==> config.mk <==
export PLATFORM = sky130hd
export DESIGN_NAME = source_text_tokenizer_core
export DESIGN_NICKNAME = d
export VERILOG_FILES = /design/src/rtl/stt_pkg.sv /design/src/rtl/source_text_tokenizer_core.sv
export SDC_FILE = /design/constraint.sdc
export NUM_CORES = 1
export LEC_CHECK = 0
export ABC_AREA = 0
export BUFFER_PORTS_ARGS = -buffer_cell sky130_fd_sc_hd__buf_2
export CORE_MARGIN = 2
export CORE_UTILIZATION = 60
export CTS_BUF_LIST = sky130_fd_sc_hd__clkbuf_8
export DETAILED_ROUTE_END_ITERATION = 12
export GPL_ROUTABILITY_DRIVEN = 1
export PLACE_DENSITY = 0.78
export SYNTH_ARGS = -nofsm -noshare
export SYNTH_HDL_FRONTEND = slang
export SYNTH_SLANG_ARGS = --single-unit
export TNS_END_PERCENT = 1
==> constraint.sdc <==
create_clock -name clk -period 9.23 [get_ports clk]
set_input_delay 1.3845 -clock clk [delete_from_list [all_inputs] [get_ports clk]]
set_output_delay 1.3845 -clock clk [all_outputs]
set_load 0.05 [all_outputs]
==> src/rtl/stt_pkg.sv <==
// ============================================================================
// Source text tokenizer package
// Shared types, token codes, character codes and the keyword table.
// ============================================================================
package stt_pkg;

    localparam int KEYWORD_CHARS_DEF = 8;
    localparam int OFFSET_BITS_DEF   = 32;

    localparam logic OP_BYTE = 1'b0;
    localparam logic OP_END  = 1'b1;

    localparam logic [15:0] LEN_MAX = 16'hFFFF;
    localparam logic [30:0] NUM_MAX = 31'h7FFF_FFFF;

    localparam logic [7:0] CHAR_TAB   = 8'h09;
    localparam logic [7:0] CHAR_CR    = 8'h0D;
    localparam logic [7:0] CHAR_SPACE = 8'h20;
    localparam logic [7:0] CHAR_QUOTE = 8'h22;
    localparam logic [7:0] CHAR_TILDE = 8'h7E;
    localparam logic [7:0] CHAR_ZERO  = 8'h30;
    localparam logic [7:0] CHAR_NINE  = 8'h39;
    localparam logic [7:0] CHAR_UP_A  = 8'h41;
    localparam logic [7:0] CHAR_UP_Z  = 8'h5A;
    localparam logic [7:0] CHAR_LO_A  = 8'h61;
    localparam logic [7:0] CHAR_LO_Z  = 8'h7A;

    typedef enum logic [5:0] {
        KIND_LPAREN      = 6'd0,
        KIND_RPAREN      = 6'd1,
        KIND_COMMA       = 6'd2,
        KIND_PLUS        = 6'd3,
        KIND_STAR        = 6'd4,
        KIND_MINUS       = 6'd5,
        KIND_SLASH       = 6'd6,
        KIND_LESS        = 6'd7,
        KIND_GREATER     = 6'd8,
        KIND_EQUAL       = 6'd9,
        KIND_SEMI        = 6'd10,
        KIND_PERCENT     = 6'd11,
        KIND_CARET       = 6'd12,
        KIND_LBRACE      = 6'd13,
        KIND_RBRACE      = 6'd14,
        KIND_DOT         = 6'd15,
        KIND_LBRACKET    = 6'd16,
        KIND_RBRACKET    = 6'd17,
        KIND_BANG        = 6'd18,
        KIND_KW_IF       = 6'd19,
        KIND_KW_PROGRAM  = 6'd20,
        KIND_KW_ELSE     = 6'd21,
        KIND_KW_WHILE    = 6'd22,
        KIND_KW_FOR      = 6'd23,
        KIND_KW_VAR      = 6'd24,
        KIND_KW_FUNCTION = 6'd25,
        KIND_KW_ANON     = 6'd26,
        KIND_KW_CLASS    = 6'd27,
        KIND_KW_EQ       = 6'd28,
        KIND_KW_OR       = 6'd29,
        KIND_KW_AND      = 6'd30,
        KIND_KW_NIL      = 6'd31,
        KIND_NUMBER      = 6'd32,
        KIND_IDENT       = 6'd33,
        KIND_STRING      = 6'd34,
        KIND_COMMENT     = 6'd35,
        KIND_BOOLEAN     = 6'd36,
        KIND_UNKNOWN     = 6'd37,
        KIND_END         = 6'd38
    } kind_t;

    typedef enum logic [4:0] {
        MODE_IDLE    = 5'b00001,
        MODE_NUMBER  = 5'b00010,
        MODE_WORD    = 5'b00100,
        MODE_STRING  = 5'b01000,
        MODE_COMMENT = 5'b10000
    } mode_t;

    typedef struct packed {
        logic       op;
        logic [7:0] char_byte;
    } byte_req_t;

    typedef struct packed {
        kind_t       token_kind;
        logic [31:0] token_start;
        logic [15:0] token_length;
        logic [30:0] number_value;
        logic        number_overflow;
        logic        bool_value;
        logic        last;
    } token_req_t;

    typedef struct packed {
        logic  hit;
        kind_t kind;
    } punct_t;

    // Keyword text is stored with its last character in the low byte.
    localparam int KW_COUNT   = 15;
    localparam int KW_MAX_LEN = 8;

    localparam logic [63:0] KW_TEXT [KW_COUNT] = '{
        64'("if"), 64'("program"), 64'("else"), 64'("while"), 64'("for"),
        64'("var"), 64'("function"), 64'("anon"), 64'("class"), 64'("eq"),
        64'("or"), 64'("and"), 64'("true"), 64'("false"), 64'("nil")
    };

    localparam logic [3:0] KW_LEN [KW_COUNT] = '{
        4'd2, 4'd7, 4'd4, 4'd5, 4'd3, 4'd3, 4'd8, 4'd4, 4'd5, 4'd2,
        4'd2, 4'd3, 4'd4, 4'd5, 4'd3
    };

    localparam kind_t KW_KIND [KW_COUNT] = '{
        KIND_KW_IF, KIND_KW_PROGRAM, KIND_KW_ELSE, KIND_KW_WHILE, KIND_KW_FOR,
        KIND_KW_VAR, KIND_KW_FUNCTION, KIND_KW_ANON, KIND_KW_CLASS, KIND_KW_EQ,
        KIND_KW_OR, KIND_KW_AND, KIND_BOOLEAN, KIND_BOOLEAN, KIND_KW_NIL
    };

    localparam logic KW_BOOL [KW_COUNT] = '{
        1'b0, 1'b0, 1'b0, 1'b0, 1'b0, 1'b0, 1'b0, 1'b0, 1'b0, 1'b0,
        1'b0, 1'b0, 1'b1, 1'b0, 1'b0
    };

    function automatic punct_t punct_decode(input logic [7:0] b);
        punct_t p;
        p.hit = 1'b1;
        unique case (b)
            8'h28:   p.kind = KIND_LPAREN;
            8'h29:   p.kind = KIND_RPAREN;
            8'h2C:   p.kind = KIND_COMMA;
            8'h2B:   p.kind = KIND_PLUS;
            8'h2A:   p.kind = KIND_STAR;
            8'h2D:   p.kind = KIND_MINUS;
            8'h2F:   p.kind = KIND_SLASH;
            8'h3C:   p.kind = KIND_LESS;
            8'h3E:   p.kind = KIND_GREATER;
            8'h3D:   p.kind = KIND_EQUAL;
            8'h3B:   p.kind = KIND_SEMI;
            8'h25:   p.kind = KIND_PERCENT;
            8'h5E:   p.kind = KIND_CARET;
            8'h7B:   p.kind = KIND_LBRACE;
            8'h7D:   p.kind = KIND_RBRACE;
            8'h2E:   p.kind = KIND_DOT;
            8'h5B:   p.kind = KIND_LBRACKET;
            8'h5D:   p.kind = KIND_RBRACKET;
            8'h21:   p.kind = KIND_BANG;
            default:
            begin
                p.hit  = 1'b0;
                p.kind = KIND_UNKNOWN;
            end
        endcase
        return p;
    endfunction

    function automatic token_req_t make_token(
        input kind_t       kind,
        input logic [31:0] start,
        input logic [15:0] length,
        input logic [30:0] value,
        input logic        overflow,
        input logic        bool_val
    );
        token_req_t t;
        t.token_kind      = kind;
        t.token_start     = start;
        t.token_length    = length;
        t.number_value    = value;
        t.number_overflow = overflow;
        t.bool_value      = bool_val;
        t.last            = 1'b0;
        return t;
    endfunction

endpackage

==> src/rtl/source_text_tokenizer_core.sv <==
// ============================================================================
// Source text tokenizer core
// Scans a byte stream and produces punctuator, keyword, boolean, number,
// identifier, string, comment, unknown and end tokens.
// ============================================================================
// The byte channel carries one request per source byte, or an end-of-input
// request that flushes a pending number, identifier or keyword and then yields an end
// token. The token channel carries the resulting tokens in order; the last
// token produced by a byte request has its last bit set.
// Each byte request is handled in the cycle it is accepted and its tokens, at most
// two per byte request, are written into the registered token queue.
// A new byte request is taken every cycle while the four-entry token queue
// has room for two more tokens, so the rate is one byte per cycle as long as
// the receiver drains at least as many tokens as the text produces. When the
// receiver stalls, tokens collect in the queue and byte_stall rises once
// fewer than two entries are free; a stalled token request holds steady.
// Reset empties the queue, returns the scanner to idle between tokens and
// sets the byte offset to zero. An end-of-input request does the same to the
// scanner after its tokens are queued, so the next text starts at offset zero.
// ============================================================================
module source_text_tokenizer_core #(
    parameter int KEYWORD_CHARS = stt_pkg::KEYWORD_CHARS_DEF,
    parameter int OFFSET_BITS   = stt_pkg::OFFSET_BITS_DEF
) (
    input  logic                clk,
    input  logic                rst_n,
    input  logic                byte_valid,
    output logic                byte_stall,
    input  stt_pkg::byte_req_t  byte_req,
    output logic                token_valid,
    input  logic                token_stall,
    output stt_pkg::token_req_t token_req
);

    localparam int IDX_W   = $clog2(KEYWORD_CHARS);
    localparam int Q_DEPTH = 4;
    localparam int Q_PTR_W = $clog2(Q_DEPTH);
    localparam int Q_CNT_W = $clog2(Q_DEPTH + 1);
    localparam int KW_COUNT_W = stt_pkg::KW_COUNT;

    stt_pkg::mode_t           mode_reg, mode_next;
    logic [OFFSET_BITS-1:0]   pos_reg, pos_next;
    logic [OFFSET_BITS-1:0]   pstart_reg, pstart_next;
    logic [15:0]              plen_reg, plen_next;
    logic [30:0]              acc_reg, acc_next;
    logic                     ovf_reg, ovf_next;
    logic [7:0]               prefix_reg [KEYWORD_CHARS];

    logic                     prefix_we;
    logic [IDX_W-1:0]         prefix_idx;

    stt_pkg::token_req_t      queue_reg [Q_DEPTH];
    logic [Q_PTR_W-1:0]       wr_ptr_reg, rd_ptr_reg;
    logic [Q_CNT_W-1:0]       count_reg;

    logic                     accept;
    logic                     pop;
    logic                     push0, push1;
    stt_pkg::token_req_t      res0, res1;

    logic [7:0]               b;
    logic                     is_digit, is_alpha, is_space;
    logic [3:0]               digit;
    logic [34:0]              num_sum;
    logic [15:0]              plen_inc;
    logic [KW_COUNT_W-1:0]    kw_hit;
    stt_pkg::token_req_t      num_tok, word_tok;
    stt_pkg::punct_t          punct;

    assign accept      = byte_valid && !byte_stall;
    assign pop         = token_valid && !token_stall;
    assign byte_stall  = count_reg > Q_CNT_W'(Q_DEPTH - 2);
    assign token_valid = count_reg != '0;
    assign token_req   = queue_reg[rd_ptr_reg];

    assign b        = byte_req.char_byte;
    assign is_digit = (b >= stt_pkg::CHAR_ZERO) && (b <= stt_pkg::CHAR_NINE);
    assign is_alpha = ((b >= stt_pkg::CHAR_LO_A) && (b <= stt_pkg::CHAR_LO_Z)) ||
                      ((b >= stt_pkg::CHAR_UP_A) && (b <= stt_pkg::CHAR_UP_Z));
    assign is_space = (b == stt_pkg::CHAR_SPACE) ||
                      ((b >= stt_pkg::CHAR_TAB) && (b <= stt_pkg::CHAR_CR));
    assign digit    = 4'(b - stt_pkg::CHAR_ZERO);
    assign num_sum  = 35'(acc_reg) * 35'd10 + 35'(digit);
    assign plen_inc = (plen_reg == stt_pkg::LEN_MAX) ? plen_reg : plen_reg + 16'd1;
    assign punct    = stt_pkg::punct_decode(b);

    always_comb
    begin
        for (int i = 0; i < stt_pkg::KW_COUNT; i++)
        begin
            kw_hit[i] = (plen_reg == 16'(stt_pkg::KW_LEN[i]));
            for (int j = 0; j < stt_pkg::KW_MAX_LEN; j++)
            begin
                if (j < int'(stt_pkg::KW_LEN[i]))
                begin
                    if (prefix_reg[IDX_W'(j)] !=
                        stt_pkg::KW_TEXT[i][8*(int'(stt_pkg::KW_LEN[i]) - 1 - j) +: 8])
                    begin
                        kw_hit[i] = 1'b0;
                    end
                end
            end
        end
    end

    always_comb
    begin
        num_tok  = stt_pkg::make_token(stt_pkg::KIND_NUMBER, 32'(pstart_reg), plen_reg,
                                       acc_reg, ovf_reg, 1'b0);
        word_tok = stt_pkg::make_token(stt_pkg::KIND_IDENT, 32'(pstart_reg), plen_reg,
                                       '0, 1'b0, 1'b0);
        for (int i = stt_pkg::KW_COUNT - 1; i >= 0; i--)
        begin
            if (kw_hit[i])
            begin
                word_tok.token_kind = stt_pkg::KW_KIND[i];
                word_tok.bool_value = stt_pkg::KW_BOOL[i];
            end
        end
    end

    always_comb
    begin
        logic                do_start;
        stt_pkg::token_req_t start_tok;
        logic                start_emit;

        mode_next   = mode_reg;
        pos_next    = pos_reg;
        pstart_next = pstart_reg;
        plen_next   = plen_reg;
        acc_next    = acc_reg;
        ovf_next    = ovf_reg;
        prefix_we   = 1'b0;
        prefix_idx  = plen_reg[IDX_W-1:0];
        push0       = 1'b0;
        push1       = 1'b0;
        res0        = num_tok;
        res1        = num_tok;
        do_start    = 1'b0;
        start_emit  = 1'b0;
        start_tok   = stt_pkg::make_token(stt_pkg::KIND_UNKNOWN, 32'(pos_reg), 16'd1,
                                          '0, 1'b0, 1'b0);

        if (byte_req.op == stt_pkg::OP_END)
        begin
            if (mode_reg == stt_pkg::MODE_NUMBER)
            begin
                push0 = 1'b1;
                res0  = num_tok;
            end
            else if (mode_reg == stt_pkg::MODE_WORD)
            begin
                push0 = 1'b1;
                res0  = word_tok;
            end
            if (push0)
            begin
                push1 = 1'b1;
                res1  = stt_pkg::make_token(stt_pkg::KIND_END, 32'(pos_reg), '0,
                                            '0, 1'b0, 1'b0);
            end
            else
            begin
                push0 = 1'b1;
                res0  = stt_pkg::make_token(stt_pkg::KIND_END, 32'(pos_reg), '0,
                                            '0, 1'b0, 1'b0);
            end
            mode_next   = stt_pkg::MODE_IDLE;
            pos_next    = '0;
            pstart_next = '0;
            plen_next   = '0;
            acc_next    = '0;
            ovf_next    = 1'b0;
        end
        else
        begin
            pos_next = pos_reg + OFFSET_BITS'(1);
            unique case (mode_reg)
                stt_pkg::MODE_NUMBER:
                begin
                    if (is_digit)
                    begin
                        if (num_sum > 35'(stt_pkg::NUM_MAX))
                        begin
                            acc_next = stt_pkg::NUM_MAX;
                            ovf_next = 1'b1;
                        end
                        else
                        begin
                            acc_next = num_sum[30:0];
                        end
                        plen_next = plen_inc;
                    end
                    else
                    begin
                        push0    = 1'b1;
                        res0     = num_tok;
                        do_start = 1'b1;
                    end
                end
                stt_pkg::MODE_WORD:
                begin
                    if (is_alpha || is_digit)
                    begin
                        prefix_we = plen_reg < 16'(KEYWORD_CHARS);
                        plen_next = plen_inc;
                    end
                    else
                    begin
                        push0    = 1'b1;
                        res0     = word_tok;
                        do_start = 1'b1;
                    end
                end
                stt_pkg::MODE_STRING, stt_pkg::MODE_COMMENT:
                begin
                    if (( mode_reg == stt_pkg::MODE_STRING && b == stt_pkg::CHAR_QUOTE) ||
                        ( mode_reg == stt_pkg::MODE_COMMENT && b == stt_pkg::CHAR_TILDE))
                    begin
                        push0     = 1'b1;
                        res0      = stt_pkg::make_token(
                                        (mode_reg == stt_pkg::MODE_STRING) ?
                                        stt_pkg::KIND_STRING : stt_pkg::KIND_COMMENT,
                                        32'(pstart_reg), plen_reg, '0, 1'b0, 1'b0);
                        mode_next = stt_pkg::MODE_IDLE;
                    end
                    else
                    begin
                        plen_next = plen_inc;
                    end
                end
                default:
                begin
                    do_start = 1'b1;
                end
            endcase

            if (do_start)
            begin
                mode_next = stt_pkg::MODE_IDLE;
                if (is_space)
                begin
                    start_emit = 1'b0;
                end
                else if (punct.hit)
                begin
                    start_emit = 1'b1;
                    start_tok  = stt_pkg::make_token(punct.kind, 32'(pos_reg), 16'd1,
                                                     '0, 1'b0, 1'b0);
                end
                else if (is_digit)
                begin
                    mode_next   = stt_pkg::MODE_NUMBER;
                    pstart_next = pos_reg;
                    plen_next   = 16'd1;
                    acc_next    = 31'(digit);
                    ovf_next    = 1'b0;
                end
                else if (is_alpha)
                begin
                    mode_next   = stt_pkg::MODE_WORD;
                    pstart_next = pos_reg;
                    plen_next   = 16'd1;
                    prefix_we   = 1'b1;
                    prefix_idx  = '0;
                end
                else if (b == stt_pkg::CHAR_QUOTE || b == stt_pkg::CHAR_TILDE)
                begin
                    mode_next   = (b == stt_pkg::CHAR_QUOTE) ? stt_pkg::MODE_STRING :
                                                               stt_pkg::MODE_COMMENT;
                    pstart_next = pos_reg + OFFSET_BITS'(1);
                    plen_next   = '0;
                end
                else
                begin
                    start_emit = 1'b1;
                end

                if (start_emit)
                begin
                    if (push0)
                    begin
                        push1 = 1'b1;
                        res1  = start_tok;
                    end
                    else
                    begin
                        push0 = 1'b1;
                        res0  = start_tok;
                    end
                end
            end
        end

        res0.last = !push1;
        res1.last = 1'b1;
    end

    always_ff @(posedge clk or negedge rst_n)
    begin
        if (!rst_n)
        begin
            mode_reg   <= stt_pkg::MODE_IDLE;
            pos_reg    <= '0;
            pstart_reg <= '0;
            plen_reg   <= '0;
            acc_reg    <= '0;
            ovf_reg    <= 1'b0;
        end
        else if (accept)
        begin
            mode_reg   <= mode_next;
            pos_reg    <= pos_next;
            pstart_reg <= pstart_next;
            plen_reg   <= plen_next;
            acc_reg    <= acc_next;
            ovf_reg    <= ovf_next;
        end
    end

    always_ff @(posedge clk)
    begin
        if (accept && prefix_we)
        begin
            prefix_reg[prefix_idx] <= b;
        end
    end

    always_ff @(posedge clk)
    begin
        if (accept && push0)
        begin
            queue_reg[wr_ptr_reg] <= res0;
        end
        if (accept && push1)
        begin
            queue_reg[wr_ptr_reg + Q_PTR_W'(1)] <= res1;
        end
    end

    always_ff @(posedge clk or negedge rst_n)
    begin
        if (!rst_n)
        begin
            wr_ptr_reg <= '0;
            rd_ptr_reg <= '0;
            count_reg  <= '0;
        end
        else
        begin
            wr_ptr_reg <= wr_ptr_reg + Q_PTR_W'(accept && push0) + Q_PTR_W'(accept && push1);
            rd_ptr_reg <= rd_ptr_reg + Q_PTR_W'(pop);
            count_reg  <= count_reg + Q_CNT_W'(accept && push0) + Q_CNT_W'(accept && push1)
                          - Q_CNT_W'(pop);
        end
    end

`ifndef SYNTHESIS
    assert property (@(posedge clk) disable iff (!rst_n)
        count_reg <= Q_CNT_W'(Q_DEPTH))
        else $error("Token queue holds more entries than it has.");

    assert property (@(posedge clk) disable iff (!rst_n)
        accept && byte_req.op == stt_pkg::OP_END |=> token_valid)
        else $error("End of input produced no token.");

    assert property (@(posedge clk) disable iff (!rst_n)
        accept && byte_req.op == stt_pkg::OP_END |=>
            mode_reg == stt_pkg::MODE_IDLE && pos_reg == '0)
        else $error("End of input did not return the scanner to its start.");

    assert property (@(posedge clk) disable iff (!rst_n)
        accept && push1 |-> push0 && !res0.last)
        else $error("Second token queued without a first one.");
`endif

endmodule
### Word level (Yosys, flattened, before mapping)

Memory sizes are Yosys's and may differ from the RTL's.
Index checks and enable logic that the tools add are counted.

* bits in registers: 124
* bits in writable memories: 416
* input bits: 13
* output and inout port bits: 90
* memories kept: 2

Memory list
* queue_reg: words 4, width 88, rd ports 1, clocked after Yosys merged registers in 0, wr ports 2, RTL line source_text_tokenizer_core.sv:52 `stt_pkg::token_req_t queue_reg [Q_DEPTH];`
* prefix_reg: words 8, width 8, rd ports 8, clocked after Yosys merged registers in 0, wr ports 1, RTL line source_text_tokenizer_core.sv:47 `logic [7:0] prefix_reg [KEYWORD_CHARS];`

* $add $sub $neg: 11
* multipliers: 1
* $lt $le $gt $ge: 11
* equal/unequal tests: 80
* multiplexer cells: 199
* reduce and logical (&&, ||, !) cells: 28

Operator list (count)
* two-way mux 88 bit: 14
* inequality test 8 x 7 -> 1 bit (second input constant): 45
* two-way mux 32 bit: 8
* two-way mux 31 bit: 8
* two-way mux 16 bit: 11
* case mux 88 bit (2 select lines): 1
* equality test 8 x 6 -> 1 bit (second input constant): 16
* two-way mux 1 bit: 120
* case mux 6 bit (19 select lines): 1
* two-way mux 6 bit: 15
* two-way mux 85 bit: 1
* two-way mux 84 bit: 1
* two-way mux 5 bit: 10
* equality test 16 x 3 -> 1 bit (second input constant): 3
* equality test 8 x 7 -> 1 bit (second input constant): 6
* case mux 16 bit (3 select lines): 1
* adder 35 x 4 -> 35 bit: 1
* > comparator 35 x 31 -> 1 bit (second input constant): 1
* multiplier 31 x 3 -> 34 bit (second input constant): 1
* adder 32 x 1 -> 32 bit (second input constant): 1
* equality test 16 x 2 -> 1 bit (second input constant): 2
* OR reduction 19 bit: 1
* two-way mux 3 bit: 6
* adder 16 x 1 -> 16 bit (second input constant): 1
* 30 further kinds: 55

### Logic depth before layout (Yosys ltp)

An unclocked memory read counts as a cell.

* depth after elaboration: 27
* gate-level depth with buffers: 16
* depth with buffers taken out: 13

### Least setup slack after synthesis

Ideal clock, no wire load.

* kind: input-to-reg
* start point: input byte_req[5] in the netlist's numbering
* end point: memory queue_reg[3][10] in the netlist's numbering (enable)
* library setup time: 832 ps
* data arrival time: 5452 ps
* data required time: 8398 ps
* setup slack: 2946 ps
* stages: 13
* cells stage by stage: clkbuf_1 -> nor4bb_1 -> nand2_1 -> o21a_1 -> clkbuf_1 -> a211oi_1 -> nand2_1 -> nand2_1 -> clkinv_1 -> nand3_1 -> clkbuf_1 -> buf_1 -> nand2_1

RTL lines
* start: declaration: RTL line source_text_tokenizer_core.sv:29 `input stt_pkg::byte_req_t byte_req,`
* end: declaration: RTL line source_text_tokenizer_core.sv:52

==> results_dict.tcl <==
set metrics [dict create \
    fin_area_um2 31600 \
    drt-total-wl_mm 74.0 \
    reg2reg_depth 13 \
    cellPowerDensity_nw_per_um2 248 \
    required_ns 9.60 \
    post_drt_wl_per_cell_um 22.7 \
    globalRouteMet2Util_pct 47.9 \
    clkSlewWorstSetupHoldPaths_ns 0.07 \
    hold_ws_ns 0.495 \
    gr-usage-met1_pct 41.3 \
    hold-path-cell-count 2 \
    drt_iter0_drc 2265 \
    syn_nets 2609 \
    synth_common_cells "408 x edfxtp_1, 261 x nand2_1, 175 x nor2_1, 150 x clkbuf_1, 146 x and2_1" \
    fin_setup_tns_ns 0 \
    fin_skew_ns 0.0503 \
    multi_input_area_um2 12700 \
    layout.cells.non_filler 3251 \
    start_util_pct 60.7 \
    htreeDepth 3 \
    io_pins 103 \
    synthArstFlopShare_pct 23.0 \
    status "finished clean" \
    maxCapViolCount 0 \
    rows 80 \
    netlist_area_um2 29000 \
    die_y_um 224 \
    place_congestion 0.936 \
    min_period_ns 6.35 \
    largest_reg_flops 352 \
    grtUsageTotal_pct 29.7 \
    holdCritPathClass "flip-flop to flip-flop" \
    antenna_found_initial 2 \
    cts_resized 0 \
    p_leak_nw 11.3 \
    synth.most_common_cell "edfxtp_1" \
    finalHoldViolCount 0 \
    yosys-top-cells-area "edfxtp_1 42%, dfrtp_1 11%, mux4_2 6.8%" \
    cts-root-buf "clkbuf_8" \
    drive_gt1_share_pct 15.5 \
    nNetsFinal 2646 \
    ys_warn_count 0 \
    io_buffer_count 102 \
    cts_buffer_depth 3 \
    chipWidth_um 224 \
    cts_tree "yes" \
    clock-sinks 540 \
    post-route-util_pct 66.2 \
    synth_area_leader_cell "edfxtp_1" \
    final_antenna_net_count 0 \
    first_pass_iters 6 \
    setup_violations 0 \
    arrival_ns 6.72 \
    synth_edf_count 408 \
    holdBufCountCts 0 \
    fp.dieArea_um2 50100 \
    grt_use_met3_pct 4.84 \
    grt_pass1_wl_mm 115 \
    drc_errors 0 \
    synth.top_cell.area_share_pct 42.3 \
    area_growth_pct 9.14 \
    avgSynthCellArea_um2 11.5 \
    busiest_layer "met2" \
    layout.area.seq_um2 15500 \
    ir_drop_mv 0.198 \
    post-cts-setup-buffers 0 \
    clkLatencyLatePin_ns 0.71 \
    placed_area_um2 29900 \
    ys_types 91 \
    slew_viol_final 0 \
    numCtsBuffers 86 \
    synth_seq_cells 540 \
    grt_max_degree 86 \
    criticalPathCategory "input pin to flip-flop" \
    worstPathMaxFanout 70 \
    synthCells 2522 \
    routed_via_density 6.59 \
    fmax_mhz 157 \
    seq_area_frac_synth_pct 53.6 \
    dp.cells 3086 \
    maxSlewHeadroom_pct 24.4 \
    start_kind "input pin" \
    synth-main-ff-cell "edfxtp_1" \
    rsz0062_at_grt "no" \
    fin_crit_sh_pct 68.8 \
    vias 21400 \
    worstMarginPinSlew_ns 1.13 \
    grt_pass1_vias 20600 \
    coreArea_um2 47700 \
    n_fill_cell 3518 \
    endpoint_kind "flip-flop" \
    gr-total-overflow 0 \
    dp_hpwl_mm 47.7 \
]
[per-stage QoR]
stage,power [mW],setup slack (ns)
after global routing,8.14,2.54
after detailed placement,5.86,2.29
after floorplan,5.19,2.95
after CTS,7.86,3.03
after global placement,5.81,2.54
final,7.84,2.88
[cells in the final DEF (no fill, tap or decap), types with 20 or more instances in the layout]
master / synthesis / final
xnor2_1: 50 / 50
nand4_1: 33 / 33
nand3_1: 45 / 45
inv_1: 33 / 67
nor2_1: 175 / 167
mux4_2: 88 / 88
a22o_1: 131 / 131
and3_1: 20 / 20
and2_1: 146 / 146
nor2b_1: 25 / 24
clkbuf_8: 0 / 99
nand2_1: 261 / 257
edfxtp_1: 408 / 408
xor2_1: 27 / 27
ha_1: 69 / 69
a21oi_1: 110 / 110
buf_4: 0 / 34
nor4_1: 32 / 32
o21ai_0: 136 / 135
o22ai_1: 33 / 33
buf_2: 5 / 101
nor3_1: 54 / 54
dfrtp_1: 123 / 121
[critical path: stages]
cell and delay (ns):
buf_2 0.46, o21ai_0 0.31, nand2_1 0.34, o21ai_1 0.12, buf_4 0.24, a2111oi_0 0.81, nor2b_1 0.25, nand2_1 0.13
a21oi_1 0.61, nand3_1 0.57, nand2_4 1.03, buf_4 0.40
[power by group]
| group | total (mW) | leakage (nW) | switching [mW] | internal (mW) |
|---|---|---|---|---|
| Clock | 2.03 | 1.01 | 0.976 | 1.05 |
| Sequential | 3.30 | 5.27 | 0.347 | 2.95 |
| Combinational | 2.52 | 5.02 | 1.73 | 0.788 |
| Total | 7.84 | 11.3 | 3.05 | 4.79 |
[per-layer routing]
| layer | share of wire, % | wire, um |
|---|---|---|
| met1 | 41 | 30600 |
| met3 | 7.5 | 5550 |
| met2 | 48 | 35700 |
| met5 | 0 | 0 |
| met4 | 2.7 | 2020 |
[kinds of logic (layout without fill, tap and decap cells)]
kind of cell	count (synthesis)	after routing	synth area share, %
other	0	3	0
AND/OR/NAND/NOR	920	920	16.5
adder cells (fa/ha/maj)	74	74	3.33
AO/OA/AOI/OAI	581	581	13.7
flip-flops	540	540	53.6
multiplexers	109	109	7.58
buffers and inverters	221	332	2.94
XOR/XNOR	77	77	2.33
[cell type report]
type	instances	area share (%)
timing repair buffer	136	2.44
tap	615	2.43
clock inverter	63	1.14
antenna	3	0.0237
sequential	540	49.1
multi-input combinational	1761	40.2
clock buffer	99	4.31
inverter	34	0.404
[final timing paths]
kind                                         end  slack, ns            start
max in group asynchronous         pstart_reg[12]       7.44            rst_n
worst max-delay path            queue_reg[0][22]       2.88      byte_req[1]
worst max register to register       acc_reg[13]       3.77       acc_reg[1]
worst min-delay path             queue_reg[3][0]       0.50  queue_reg[3][0]
worst min register to register   queue_reg[3][0]       0.50  queue_reg[3][0]
min in group asynchronous            plen_reg[7]       0.73            rst_n
Power figures use the tool's default switching activity.
